[src/design/tts_pkg.sv]
// ----------------------------------------------------------------------------
// tts_pkg
// Shared types and constants for the tap tempo footswitch block.
// ----------------------------------------------------------------------------
`default_nettype none

package tts_pkg;

  // Input beat: switch event, millisecond tick and tap timestamp
  typedef struct packed {
    logic [1:0]  switch_event;
    logic [31:0] now_ms;
    logic [31:0] tap_time_us;
  } in_item_t;

  // Result beat
  typedef struct packed {
    logic [1:0]  trigger;
    logic [31:0] tap_average_us;
    logic [2:0]  switch_phase;
  } out_item_t;

  // Configuration registers
  localparam int unsigned CFG_IDX_W  = 1;
  localparam int unsigned CFG_DATA_W = 16;

  localparam logic [CFG_IDX_W-1:0] REG_DEBOUNCE = 1'b0;
  localparam logic [CFG_IDX_W-1:0] REG_HOLD     = 1'b1;

  localparam logic [CFG_DATA_W-1:0] DEBOUNCE_RST = 16'd10;
  localparam logic [CFG_DATA_W-1:0] HOLD_RST     = 16'd1000;

  typedef struct packed {
    logic [CFG_DATA_W-1:0] debounce_ms;
    logic [CFG_DATA_W-1:0] hold_ms;
  } cfg_t;

  // Switch event codes
  localparam logic [1:0] EV_PRESS   = 2'd1;
  localparam logic [1:0] EV_RELEASE = 2'd2;

  // Trigger codes
  localparam logic [1:0] TRIG_NONE    = 2'd0;
  localparam logic [1:0] TRIG_TAP     = 2'd1;
  localparam logic [1:0] TRIG_RESTART = 2'd2;

  // Work handed from the front to the back end
  typedef enum logic [1:0] {
    CMD_NONE    = 2'd0,
    CMD_LOG     = 2'd1,
    CMD_RESTART = 2'd2
  } cmd_e;

  typedef struct packed {
    cmd_e        cmd;
    logic [1:0]  trigger;
    logic [2:0]  switch_phase;
    logic [31:0] tap_time_us;
  } cmd_t;

endpackage

`default_nettype wire

[src/design/tts_front.sv]
// ----------------------------------------------------------------------------
// tts_front
// Debounce and hold state machine. Classifies every beat into a back end
// command (nothing, log an interval, restart the log).
// ----------------------------------------------------------------------------
`default_nettype none

module tts_front import tts_pkg::*; (
  input  wire logic     clk_i,
  input  wire logic     rst_ni,
  input  wire cfg_t     cfg_i,
  input  wire in_item_t item_i,
  input  wire logic     fire_i,
  output cmd_t          cmd_o
);

  typedef enum logic [5:0] {
    PH_UP          = 6'b000001,
    PH_UP_HELD     = 6'b000010,
    PH_DEB_PRESS   = 6'b000100,
    PH_DOWN        = 6'b001000,
    PH_DEB_RELEASE = 6'b010000,
    PH_DOWN_HELD   = 6'b100000
  } phase_e;

  function automatic logic [2:0] phase_code(phase_e ph);
    logic [2:0] code;
    unique case (ph)
      PH_UP:          code = 3'd0;
      PH_UP_HELD:     code = 3'd1;
      PH_DEB_PRESS:   code = 3'd2;
      PH_DOWN:        code = 3'd3;
      PH_DEB_RELEASE: code = 3'd4;
      PH_DOWN_HELD:   code = 3'd5;
      default:        code = 3'd0;
    endcase
    return code;
  endfunction

  phase_e      phase_q, phase_d;
  logic [31:0] last_q, last_d;
  logic [31:0] since;
  logic        deb_hit, hold_hit, press, release_ev;
  cmd_e        cmd;
  logic [1:0]  trig;

  // Next phase; in the debounce phases and PH_DOWN a later check wins
  always_comb begin
    since      = item_i.now_ms - last_q;
    deb_hit    = since >= {16'd0, cfg_i.debounce_ms};
    hold_hit   = since >= {16'd0, cfg_i.hold_ms};
    press      = item_i.switch_event == EV_PRESS;
    release_ev = item_i.switch_event == EV_RELEASE;
    phase_d    = phase_q;
    last_d     = last_q;
    cmd        = CMD_NONE;
    trig       = TRIG_NONE;
    unique case (phase_q)
      PH_UP: begin
        if (press) begin
          phase_d = PH_DEB_PRESS;
          last_d  = item_i.now_ms;
          cmd     = CMD_LOG;
          trig    = TRIG_TAP;
        end else if (hold_hit) begin
          phase_d = PH_UP_HELD;
        end
      end
      PH_UP_HELD: begin
        if (press) begin
          phase_d = PH_DEB_PRESS;
          last_d  = item_i.now_ms;
          cmd     = CMD_RESTART;
          trig    = TRIG_RESTART;
        end
      end
      PH_DEB_PRESS: begin
        if (release_ev) begin
          phase_d = PH_DEB_RELEASE;
          last_d  = item_i.now_ms;
        end
        if (deb_hit) phase_d = PH_DOWN;
      end
      PH_DOWN: begin
        if (release_ev) begin
          phase_d = PH_DEB_RELEASE;
          last_d  = item_i.now_ms;
        end
        if (hold_hit) phase_d = PH_DOWN_HELD;
      end
      PH_DEB_RELEASE: begin
        if (press) begin
          phase_d = PH_DEB_PRESS;
          last_d  = item_i.now_ms;
        end
        if (deb_hit) phase_d = PH_UP;
      end
      PH_DOWN_HELD: begin
        if (release_ev) begin
          phase_d = PH_DEB_RELEASE;
          last_d  = item_i.now_ms;
        end
      end
      default: phase_d = PH_UP;
    endcase
  end

  // State update on an accepted beat
  always_ff @(posedge clk_i or negedge rst_ni) begin
    if (!rst_ni) begin
      phase_q <= PH_UP;
      last_q  <= '0;
    end else if (fire_i) begin
      phase_q <= phase_d;
      last_q  <= last_d;
    end
  end

  assign cmd_o = '{cmd:          cmd,
                   trigger:      trig,
                   switch_phase: phase_code(phase_d),
                   tap_time_us:  item_i.tap_time_us};

endmodule

`default_nettype wire

[src/design/tts_cmd_fifo.sv]
// ----------------------------------------------------------------------------
// tts_cmd_fifo
// Two-entry command queue between the front and the back end.
// ----------------------------------------------------------------------------
`default_nettype none

module tts_cmd_fifo import tts_pkg::*; (
  input  wire logic clk_i,
  input  wire logic rst_ni,
  input  wire logic push_i,
  input  wire cmd_t data_i,
  output logic      full_o,
  input  wire logic pop_i,
  output cmd_t      data_o,
  output logic      empty_o
);

  cmd_t       mem_q [2];
  logic       wr_ptr_q, rd_ptr_q;
  logic [1:0] count_q;
  logic       do_push, do_pop;

  assign full_o  = count_q == 2'd2;
  assign empty_o = count_q == 2'd0;
  assign do_push = push_i && !full_o;
  assign do_pop  = pop_i && !empty_o;
  assign data_o  = mem_q[rd_ptr_q];

  // Pointers and fill level
  always_ff @(posedge clk_i or negedge rst_ni) begin
    if (!rst_ni) begin
      wr_ptr_q <= 1'b0;
      rd_ptr_q <= 1'b0;
      count_q  <= '0;
    end else begin
      if (do_push) wr_ptr_q <= ~wr_ptr_q;
      if (do_pop)  rd_ptr_q <= ~rd_ptr_q;
      if (do_push && !do_pop)      count_q <= count_q + 2'd1;
      else if (do_pop && !do_push) count_q <= count_q - 2'd1;
    end
  end

  // Storage
  always_ff @(posedge clk_i) begin
    if (do_push) mem_q[wr_ptr_q] <= data_i;
  end

endmodule

`default_nettype wire

[src/design/tts_back.sv]
// ----------------------------------------------------------------------------
// tts_back
// Tap interval log: ring memory, sequential sum of the valid entries, bit
// serial divide by the entry count, and the result register.
// ----------------------------------------------------------------------------
`default_nettype none

module tts_back import tts_pkg::*; #(
  parameter int unsigned RING_DEPTH = 16
) (
  input  wire logic clk_i,
  input  wire logic rst_ni,
  input  wire cmd_t cmd_i,
  input  wire logic cmd_empty_i,
  output logic      cmd_pop_o,
  output out_item_t out_item_o,
  output logic      out_valid_o,
  input  wire logic out_pop_i
);

  localparam int unsigned SLOT_W = $clog2(RING_DEPTH);
  localparam int unsigned CNT_W  = $clog2(RING_DEPTH + 1);
  localparam int unsigned SUM_W  = 32 + SLOT_W;
  localparam int unsigned DCNT_W = $clog2(SUM_W + 1);

  typedef enum logic [3:0] {
    S_IDLE = 4'b0001,
    S_SUM  = 4'b0010,
    S_DIV  = 4'b0100,
    S_OUT  = 4'b1000
  } state_e;

  state_e             state_q, state_d;
  logic [31:0]        ring_q [RING_DEPTH];
  logic [31:0]        rdata_q;
  logic               rd_en, rd_vld_q;
  logic [SLOT_W-1:0]  slot_q;
  logic [CNT_W-1:0]   vcnt_q, n_q, idx_q;
  logic [31:0]        prev_tap_q, mean_q;
  logic [SUM_W-1:0]   acc_q, quo_q;
  logic [CNT_W-1:0]   rem_q;
  logic [DCNT_W-1:0]  dcnt_q;
  logic [1:0]         trig_q;
  logic [2:0]         phase_q;
  logic               out_vld_q;
  out_item_t          out_q;
  logic               out_free, ring_we;
  logic [CNT_W:0]     rem_sh, rem_sub;
  logic               sum_done;

  assign cmd_pop_o   = (state_q == S_IDLE) && !cmd_empty_i;
  assign ring_we     = cmd_pop_o && (cmd_i.cmd == CMD_LOG);
  assign rd_en       = (state_q == S_SUM) && (idx_q != n_q);
  assign sum_done    = (state_q == S_SUM) && (idx_q == n_q) && !rd_vld_q;
  assign out_free    = !out_vld_q || out_pop_i;
  assign out_valid_o = out_vld_q;
  assign out_item_o  = out_q;

  // One divide step: bring the next dividend bit into the remainder
  assign rem_sh  = {rem_q, quo_q[SUM_W-1]};
  assign rem_sub = rem_sh - {1'b0, n_q};

  // Sequencer
  always_comb begin
    state_d = state_q;
    unique case (state_q)
      S_IDLE: begin
        if (!cmd_empty_i) begin
          unique case (cmd_i.cmd)
            CMD_LOG: state_d = S_SUM;
            default: state_d = S_OUT;
          endcase
        end
      end
      S_SUM:   if (sum_done) state_d = S_DIV;
      S_DIV:   if (dcnt_q == DCNT_W'(1)) state_d = S_OUT;
      S_OUT:   if (out_free) state_d = S_IDLE;
      default: state_d = S_IDLE;
    endcase
  end

  // Log state, sum and divide datapath
  always_ff @(posedge clk_i or negedge rst_ni) begin
    if (!rst_ni) begin
      state_q    <= S_IDLE;
      slot_q     <= '0;
      vcnt_q     <= CNT_W'(1);
      prev_tap_q <= '0;
      mean_q     <= '0;
      rd_vld_q   <= 1'b0;
    end else begin
      state_q  <= state_d;
      rd_vld_q <= rd_en;
      if (cmd_pop_o) begin
        unique case (cmd_i.cmd)
          CMD_LOG: begin
            prev_tap_q <= cmd_i.tap_time_us;
            slot_q     <= (slot_q == SLOT_W'(RING_DEPTH - 1)) ? '0 : slot_q + SLOT_W'(1);
            if (vcnt_q != CNT_W'(RING_DEPTH)) vcnt_q <= vcnt_q + CNT_W'(1);
          end
          CMD_RESTART: begin
            prev_tap_q <= cmd_i.tap_time_us;
            slot_q     <= '0;
            vcnt_q     <= CNT_W'(1);
            mean_q     <= '0;
          end
          default: ;
        endcase
      end
      if ((state_q == S_DIV) && (dcnt_q == DCNT_W'(1))) begin
        mean_q <= (rem_sh >= {1'b0, n_q}) ? {quo_q[30:0], 1'b1} : {quo_q[30:0], 1'b0};
      end
    end
  end

  // Working registers of the sum and the divide
  always_ff @(posedge clk_i) begin
    if (cmd_pop_o) begin
      trig_q  <= cmd_i.trigger;
      phase_q <= cmd_i.switch_phase;
      n_q     <= vcnt_q;
      idx_q   <= '0;
      acc_q   <= '0;
    end
    if (rd_en) idx_q <= idx_q + CNT_W'(1);
    if ((state_q == S_SUM) && rd_vld_q) acc_q <= acc_q + SUM_W'(rdata_q);
    if (sum_done) begin
      quo_q  <= acc_q;
      rem_q  <= '0;
      dcnt_q <= DCNT_W'(SUM_W);
    end else if (state_q == S_DIV) begin
      dcnt_q <= dcnt_q - DCNT_W'(1);
      if (rem_sh >= {1'b0, n_q}) begin
        rem_q <= rem_sub[CNT_W-1:0];
        quo_q <= {quo_q[SUM_W-2:0], 1'b1};
      end else begin
        rem_q <= rem_sh[CNT_W-1:0];
        quo_q <= {quo_q[SUM_W-2:0], 1'b0};
      end
    end
  end

  // Interval ring: one write port, one registered read port
  always_ff @(posedge clk_i) begin
    if (ring_we) ring_q[slot_q] <= cmd_i.tap_time_us - prev_tap_q;
    if (rd_en)   rdata_q <= ring_q[idx_q[SLOT_W-1:0]];
  end

  // Result register
  always_ff @(posedge clk_i or negedge rst_ni) begin
    if (!rst_ni) begin
      out_vld_q <= 1'b0;
    end else if ((state_q == S_OUT) && out_free) begin
      out_vld_q <= 1'b1;
    end else if (out_pop_i) begin
      out_vld_q <= 1'b0;
    end
  end

  always_ff @(posedge clk_i) begin
    if ((state_q == S_OUT) && out_free) begin
      out_q <= '{trigger: trig_q, tap_average_us: mean_q, switch_phase: phase_q};
    end
  end

endmodule

`default_nettype wire

[src/design/tap_tempo_switch.sv]
// ----------------------------------------------------------------------------
// tap_tempo_switch
// Footswitch debounce and hold machine with a tap interval averager.
// ----------------------------------------------------------------------------
// Every beat pushed in gives exactly one result beat, in order. The switch
// machine classifies a beat in the cycle it is taken, and a two-entry command
// queue lets the front keep taking beats while the back end works. A press
// from the up phase logs an interval, sums the n valid ring entries (at most
// RING_DEPTH, read one a cycle from the ring) and divides the sum by n in
// SUM_W = 32 + clog2(RING_DEPTH) steps of the bit-serial divider. Any other
// beat goes straight to the result register.
// Configuration must be written only while the block is idle; the block
// itself does not enforce this.
`default_nettype none

module tap_tempo_switch import tts_pkg::*; #(
  parameter int unsigned RING_DEPTH = 16
) (
  input  wire logic                  clk_i,
  input  wire logic                  rst_ni,
  input  wire logic                  cfg_we_i,
  input  wire logic [CFG_IDX_W-1:0]  cfg_idx_i,
  input  wire logic [CFG_DATA_W-1:0] cfg_wdata_i,
  input  wire logic                  push,
  output logic                       full,
  input  wire in_item_t              in_item_i,
  output logic                       empty,
  input  wire logic                  pop,
  output out_item_t                  out_item_o
);

  cfg_t  cfg_q;
  cmd_t  front_cmd, back_cmd;
  logic  in_fire, cmd_empty, cmd_pop, out_valid;

  // Configuration registers
  always_ff @(posedge clk_i or negedge rst_ni) begin
    if (!rst_ni) begin
      cfg_q.debounce_ms <= DEBOUNCE_RST;
      cfg_q.hold_ms     <= HOLD_RST;
    end else if (cfg_we_i) begin
      unique case (cfg_idx_i)
        REG_DEBOUNCE: cfg_q.debounce_ms <= cfg_wdata_i;
        REG_HOLD:     cfg_q.hold_ms     <= cfg_wdata_i;
        default: ;
      endcase
    end
  end

  assign in_fire = push && !full;
  assign empty   = !out_valid;

  tts_front u_front (
    .clk_i  (clk_i),
    .rst_ni (rst_ni),
    .cfg_i  (cfg_q),
    .item_i (in_item_i),
    .fire_i (in_fire),
    .cmd_o  (front_cmd)
  );

  tts_cmd_fifo u_cmd_fifo (
    .clk_i   (clk_i),
    .rst_ni  (rst_ni),
    .push_i  (push),
    .data_i  (front_cmd),
    .full_o  (full),
    .pop_i   (cmd_pop),
    .data_o  (back_cmd),
    .empty_o (cmd_empty)
  );

  tts_back #(
    .RING_DEPTH (RING_DEPTH)
  ) u_back (
    .clk_i       (clk_i),
    .rst_ni      (rst_ni),
    .cmd_i       (back_cmd),
    .cmd_empty_i (cmd_empty),
    .cmd_pop_o   (cmd_pop),
    .out_item_o  (out_item_o),
    .out_valid_o (out_valid),
    .out_pop_i   (pop)
  );

endmodule

`default_nettype wire
[config.mk]
export PLATFORM = sky130hd
export DESIGN_NAME = tap_tempo_switch
export DESIGN_NICKNAME = d
export VERILOG_FILES = /design/src/design/tts_pkg.sv /design/src/design/tts_front.sv /design/src/design/tts_cmd_fifo.sv /design/src/design/tts_back.sv /design/src/design/tap_tempo_switch.sv
export SDC_FILE = /design/constraint.sdc
export NUM_CORES = 1
export LEC_CHECK = 0
export ABC_CLOCK_PERIOD_IN_PS = 4800
export BUFFER_PORTS_ARGS = -buffer_cell sky130_fd_sc_hd__buf_2
export CAP_MARGIN = 0
export CORE_MARGIN = 4
export CORE_UTILIZATION = 25
export CTS_BUF_LIST = sky130_fd_sc_hd__clkbuf_4
export CTS_CLUSTER_SIZE = 16
export DETAILED_ROUTE_END_ITERATION = 8
export PLACE_DENSITY = 0.47
export SETUP_SLACK_MARGIN = 0.4
export SLEW_MARGIN = 5
export SYNTH_ARGS = -nofsm -noshare
export SYNTH_HDL_FRONTEND = slang
export SYNTH_SLANG_ARGS = --single-unit
[constraint.sdc]
create_clock -name clk_i -period 4.8 [get_ports clk_i]
set_input_delay 0.24 -clock clk_i [delete_from_list [all_inputs] [get_ports clk_i]]
set_output_delay 0.24 -clock clk_i [all_outputs]
set_load 0.01 [all_outputs]
### Word-level counts from Yosys, hierarchy flattened

Memory sizes are Yosys's and may differ from the RTL's. A register that Yosys moved wholly into a read port is not among the register bits.
Index checks and enable logic that the tools add are counted.

| word-level totals | value |
|---|---|
| input bits | 88 |
| memories | 2 |
| memory bits (writable) | 590 |
| output and inout port bits | 39 |
| register bits after elaboration | 288 |
| word-level logic and storage cells | 160 |

| operators by class | value |
|---|---|
| reductions and logical operators | 40 |
| eq/ne operators | 32 |
| bitwise gates (word level) | 3 |
| add/sub/neg operators | 10 |
| muxes and demuxes | 45 |
| magnitude comparators | 3 |

Memory list:

| name | depth | width | read ports | clocked after Yosys merged registers in | wr ports | line | source |
|---|---|---|---|---|---|---|---|
| u_back.ring_q | 16 | 32 | 1 | 1 | 1 | tts_back.sv:34 | `logic [31:0] ring_q [RING_DEPTH];` |
| u_cmd_fifo.mem_q | 2 | 39 | 1 | 0 | 1 | tts_cmd_fifo.sv:18 | `cmd_t mem_q [2];` |

Operators by type and width:

| operator | count |
|---|---|
| $mux 32 | 5 |
| $mux 36 | 4 |
| $ge 32x16->1 | 2 |
| $pmux 32 s2 | 1 |
| $sub 32x32->32 | 2 |
| $mux 6 | 7 |
| $add 36x32->36 | 1 |
| $pmux 6 s6 | 1 |
| $mux 4 | 6 |
| $mux 5 | 4 |
| $reduce_bool 2->1 | 9 |
| $pmux 4 s4 | 1 |
| $pmux 3 s5 | 1 |
| $eq 6x1->1 const B | 2 |
| $eq 6x2->1 const B | 2 |
| $eq 6x3->1 const B | 2 |
| $eq 6x4->1 const B | 2 |
| $eq 6x5->1 const B | 2 |
| $eq 6x6->1 const B | 2 |
| $logic_and 1x1->1 | 12 |
| $add 5x1->5 const B | 2 |
| $ne 2x1->1 const B | 5 |
| $pmux 5 s2 | 1 |
| $reduce_and 2->1 | 5 |
| 28 further kinds | 52 |

### Longest topological paths before layout

| logic depth | value |
|---|---|
| depth in word-level cells | 7 |
| gate-level depth with buffers | 19 |
| mapped depth without buffers | 19 |

### By module

Synthesis repeated with hierarchy kept, for this count alone.

| second synthesis, totals | value |
|---|---|
| cell total of the unflattened synthesis | 2748 |
| area, all modules | 40954.3 um2 |

By module, submodules not included:

| module | area each (um2) | cells each | instances | seq. area each (um2) |
|---|---|---|---|---|
| tts_back | 31706.7 | 1909 | 1 | 22258.8 |
| tts_front | 4967.3 | 628 | 1 | 952.2 |
| tts_cmd_fifo | 3007.9 | 140 | 1 | 2442.3 |
| tap_tempo_switch | 1272.5 | 71 | 1 | 810.8 |

### Worst setup path before layout

Ideal clock, no wire load.

| path | value |
|---|---|
| path kind | register to register |
| start | reg u_cmd_fifo.rd_ptr_q |
| end | mem u_back.ring_q[2][0] (enable) |
| library setup time | 0.461 ns |
| cell stages (with the launch flop) | 8 |
| buffers on the path | 3 |
| period minus slack after synthesis | 4.739 ns |
| data arrival time | 4.278 ns |
| path slack | 0.061 ns |
| required time | 4.339 ns |
| path through | dfrtp_1 clkbuf_1 buf_1 mux2i_1 ha_1 clkbuf_1 nand3_1 nor3_1 |

| on the way | value |
|---|---|
| cells in the longest elaborated chain, start to end | 5 |

RTL lines:

| what | line | source |
|---|---|---|
| start: declaration | tts_cmd_fifo.sv:19 | `logic wr_ptr_q, rd_ptr_q;` |
| start signal: assignment | tts_cmd_fifo.sv:37 | `if (do_pop) rd_ptr_q <= ~rd_ptr_q;` |
| $mem_v2 2x39 | - |  |
| $eq 2x1->1 | tts_back.sv:52 | `assign ring_we = cmd_pop_o && (cmd_i.cmd == CMD_LOG);` |
| $logic_and 1x1->1 | tts_back.sv:52 |  |
| $mux 1 | tts_back.sv:145 | `if (ring_we) ring_q[slot_q] <= cmd_i.tap_time_us - prev_tap_q;` |
| $mux 1 (implied by the code) | tts_back.sv:145 |  |
| end: declaration | tts_back.sv:34 |  |

Every way passes these cells.

==> results.md <==
* WL final at ~100000 microns
* Cells after synthesis at ~2600
* Io pins at between 100 and 150
* Synth top cells by count: edfxtp_1 (742), mux4_2 (160), inv_1 (146)
* CP Data Required Time at 5.73 ns
* Crit Path Max Fanout at 5
* First-pass GRT wire length at 153100 microns
* Number of enable flip-flop cells after synthesis at about 740
* Vias at around 24000
* Multiplexer area fraction after synthesis at about an eighth
* Number of CTS-inserted buffers at about 270
* DR iter-0 viols at between 1000 and 1500
* Critical path class: flop to flop
* Most used DFF post-synth: edfxtp_1
* Initial antenna violation count at 10
* Unique masters post-synth at 94
* Post-Synth XOR/XNOR Area at under 10%
* DRC Markers at 0
* Max-slew headroom at around 22%
* Top-count cell post-synth: edfxtp_1
* P_leak at ~0.018 uW
* Fmax at between 0.2 and 0.25 GHz
* Number of synthesis warnings at 0
* Core ar. at ~0.16 sq mm
* NumNets Final at approximately 3400
* Vias in the first global route at about 26000
* Slew @ Worst Pin at between 1 and 1.5 ns
* Critical path endpoint category: flop
* Largest net degree at the start of global routing at between 100 and 150
* Post-place setup slack at roughly 0.24 ns
* Area grow syn2layout at 23.36%
* Layout cells sized above 1 at about 28%
* Yosys top cell area share at between 50% and 60%
* Die ar. at between 0.15 and 0.2 sq mm
* Starting Density at between 20% and 30%
* Critical path launch point type: flop
* RSZ-0062 raised after global routing: no
* Largest cells by area after synthesis: edfxtp_1 (56%), mux4_2 (9.0%), dfrtp_1 (8.9%)
* Slew Limit Fails at 0
* Clock sinks at between 900 and 1000
* Post-synthesis sequential area ratio at 66.03%
* Worst Path Arrival at 5.09 ns
* Status: complete, no violations
* HP Class: input pin to flop
* Clock Skews at 0.1328 ns
* Fillcell total at 15828
* Crit path time final at roughly 4.2 ns
* Antenna Nets Post-Route at 0
* Combinational family with the most area after synthesis: multiplexers
* Final period utilization at approximately 87%
* Drt via density at between 4 and 5
* Die height at 407.5 microns
* Gr usage total at 11.97%
* Post-layout power at 34030 uW
* Clk Latency, worst-skew pair at ~1.2 ns
* Wire per inst at between 15 and 20 microns
* #FFs+latches synth at 906
* Avg Cell Area, Syn at 15.51 sq um
* Initial DRT Pass Iterations at 5
* CTS tree: yes
* Syn Nets at roughly 2800
* Final Hold Vio Count at 0
* Hpwl dp at ~60000 microns
* Grt total ovfl at 0
* Final count of negative-setup-slack endpoints at 0
* Root buffer cell: clkbuf_4
* CTS max path bufs at 4
* IO Port Bufs at roughly 130
* H-tree levels at 5
* Die width at 407.5 microns
* Std-Cell Rows at 146
* Pwr Density at ~690 mW/mm^2
* Max_cap viols at 0
* Worst vdd ir at 0.0004023 V
* Clock-pin slew on the worst setup and hold paths at approximately 0.060 ns
* Synthesized area at roughly 0.04 sq mm
* Synth Area in Simple Gates at 5.626%
* Worst Setup Slack, final at roughly 0.64 ns
* Largest area contributor in the netlist: edfxtp_1
* Final TNS setup at 0 ns
* Placer Congestion at ~0.8
* Post-synthesis adder-cell area fraction at ~4.7%
* Ys async rst share at between 10% and 20%
* Complex-gate fraction of the synthesized area at ~7.4%
[flip-flops by register name (all words and copies together) (netlist names), 5 cells and up]
name and cells:
u_back.ring_q 512, u_cmd_fifo.mem_q 74, u_back.out_item_o 37, u_back.acc_q 36
u_back.quo_q 36, cfg_q 32, u_back.mean_q 32, u_back.prev_tap_q 32
u_back.rdata_q 32, u_front.last_q 32, u_back.dcnt_q 6, u_front.phase_q 6
u_back.idx_q 5, u_back.n_q 5, u_back.rem_q 5, u_back.vcnt_q 5
[worst paths after layout]
path                                        start                       to  slack (ns)  cells after the start
worst min-delay path                    cfg_idx_i                cfg_q[30]        0.20                      4
worst max register to register  u_front.last_q[6]  u_cmd_fifo.mem_q[0][33]        0.64                     17
worst max-delay path            u_front.last_q[6]  u_cmd_fifo.mem_q[0][33]        0.64                     17
max in group asynchronous                  rst_ni        u_back.mean_q[15]        3.05                      4
min in group asynchronous                  rst_ni    u_back.prev_tap_q[13]        0.35                      3
worst min register to register  u_back.phase_q[2]     u_back.out_item_o[2]        0.43                      0
[critical path: stages, from the launching register on]
cell,delay [ns]
dfrtp_1,0.33
inv_1,0.05
ha_1,0.37
nand3_1,0.14
a211oi_2,0.32
o21ai_0,0.20
nand2b_1,0.18
xor2_2,0.19
ha_1,0.27
a21o_1,0.19
a2111oi_0,0.34
o21ai_0,0.15
o22ai_1,0.23
o22ai_1,0.13
nor2_1,0.17
nand4_1,0.17
a22o_1,0.30
nor4_4,0.22
[what timing repair did]
item | CTS | global route
buffers inserted | 0 | 4
resized for setup | 6 | 18
hold endpoints to repair | 339 | 0
hold buffers | 235 | 0
endpoints found under the setup margin | 88 | 70
pin swaps | 0 | 5
[cell type report]
type                            count  area (sq um)  share of cell area [%]
Clock inverter                     47         181.4                  0.3686
Sequential cell                   906         26350                   53.53
Multi-Input combinational cell   1423         12910                   26.23
Tap cell                         2072          2592                   5.267
Inverter                          148         555.5                   1.129
Timing Repair Buffer              434          3587                   7.288
Clock buffer                      403          3025                   6.147
Antenna cell                        7         17.52                 0.03559
[where the power goes]
part           internal [uW]  leakage, uW  switching, uW
sequential             12500      0.00873            608
clock                   3800      0.00196           3200
combinational           5400      0.00735           8540
total                  21700       0.0181          12300
[cells in the final DEF, fill, tap and decap left out, types with 46 or more instances in the layout]
cell | synthesis | final
nor2_1 | 121 | 105
clkbuf_4 | 0 | 403
nand2_1 | 145 | 145
inv_1 | 146 | 146
dlygate4sd3_1 | 0 | 235
dfrtp_1 | 142 | 141
a21oi_1 | 100 | 94
buf_4 | 2 | 69
o21ai_0 | 145 | 144
mux2_2 | 89 | 89
edfxtp_1 | 742 | 742
mux4_2 | 160 | 160
ha_1 | 143 | 143
xor2_1 | 47 | 46
buf_2 | 0 | 125
[layer usage]
layer	part of all wire, %	global-route usage (%)
met3	4.3	2.813
met1	45	15.39
met5	0	0
met2	49	19.99
met4	1.5	3.741
[cell families after synthesis]
| logic type | count (synthesis) |
|---|---|
| simple gates | 464 |
| mux | 256 |
| buf+inv | 243 |
| fa+ha+maj | 147 |
| flops | 906 |
| compound gates | 460 |
| xor+xnor | 96 |
[through the flow]
step | util (%) | hold WS [ns] | std cells | cell area (sq um)
after floorplan | - | -0.05559 | 2572 | 39920
after global placement | 27.41 | 0.09551 | 4744 | 43450
after detailed placement | 27.41 | 0.09803 | 4744 | 43450
after CTS | 30.93 | 0.02414 | 5429 | 49050
after global routing | 31.03 | 0.1525 | 5435 | 49200
final | 31.04 | 0.2033 | 5440 | 49220
Note: power is estimated with default switching activity, not from simulation.
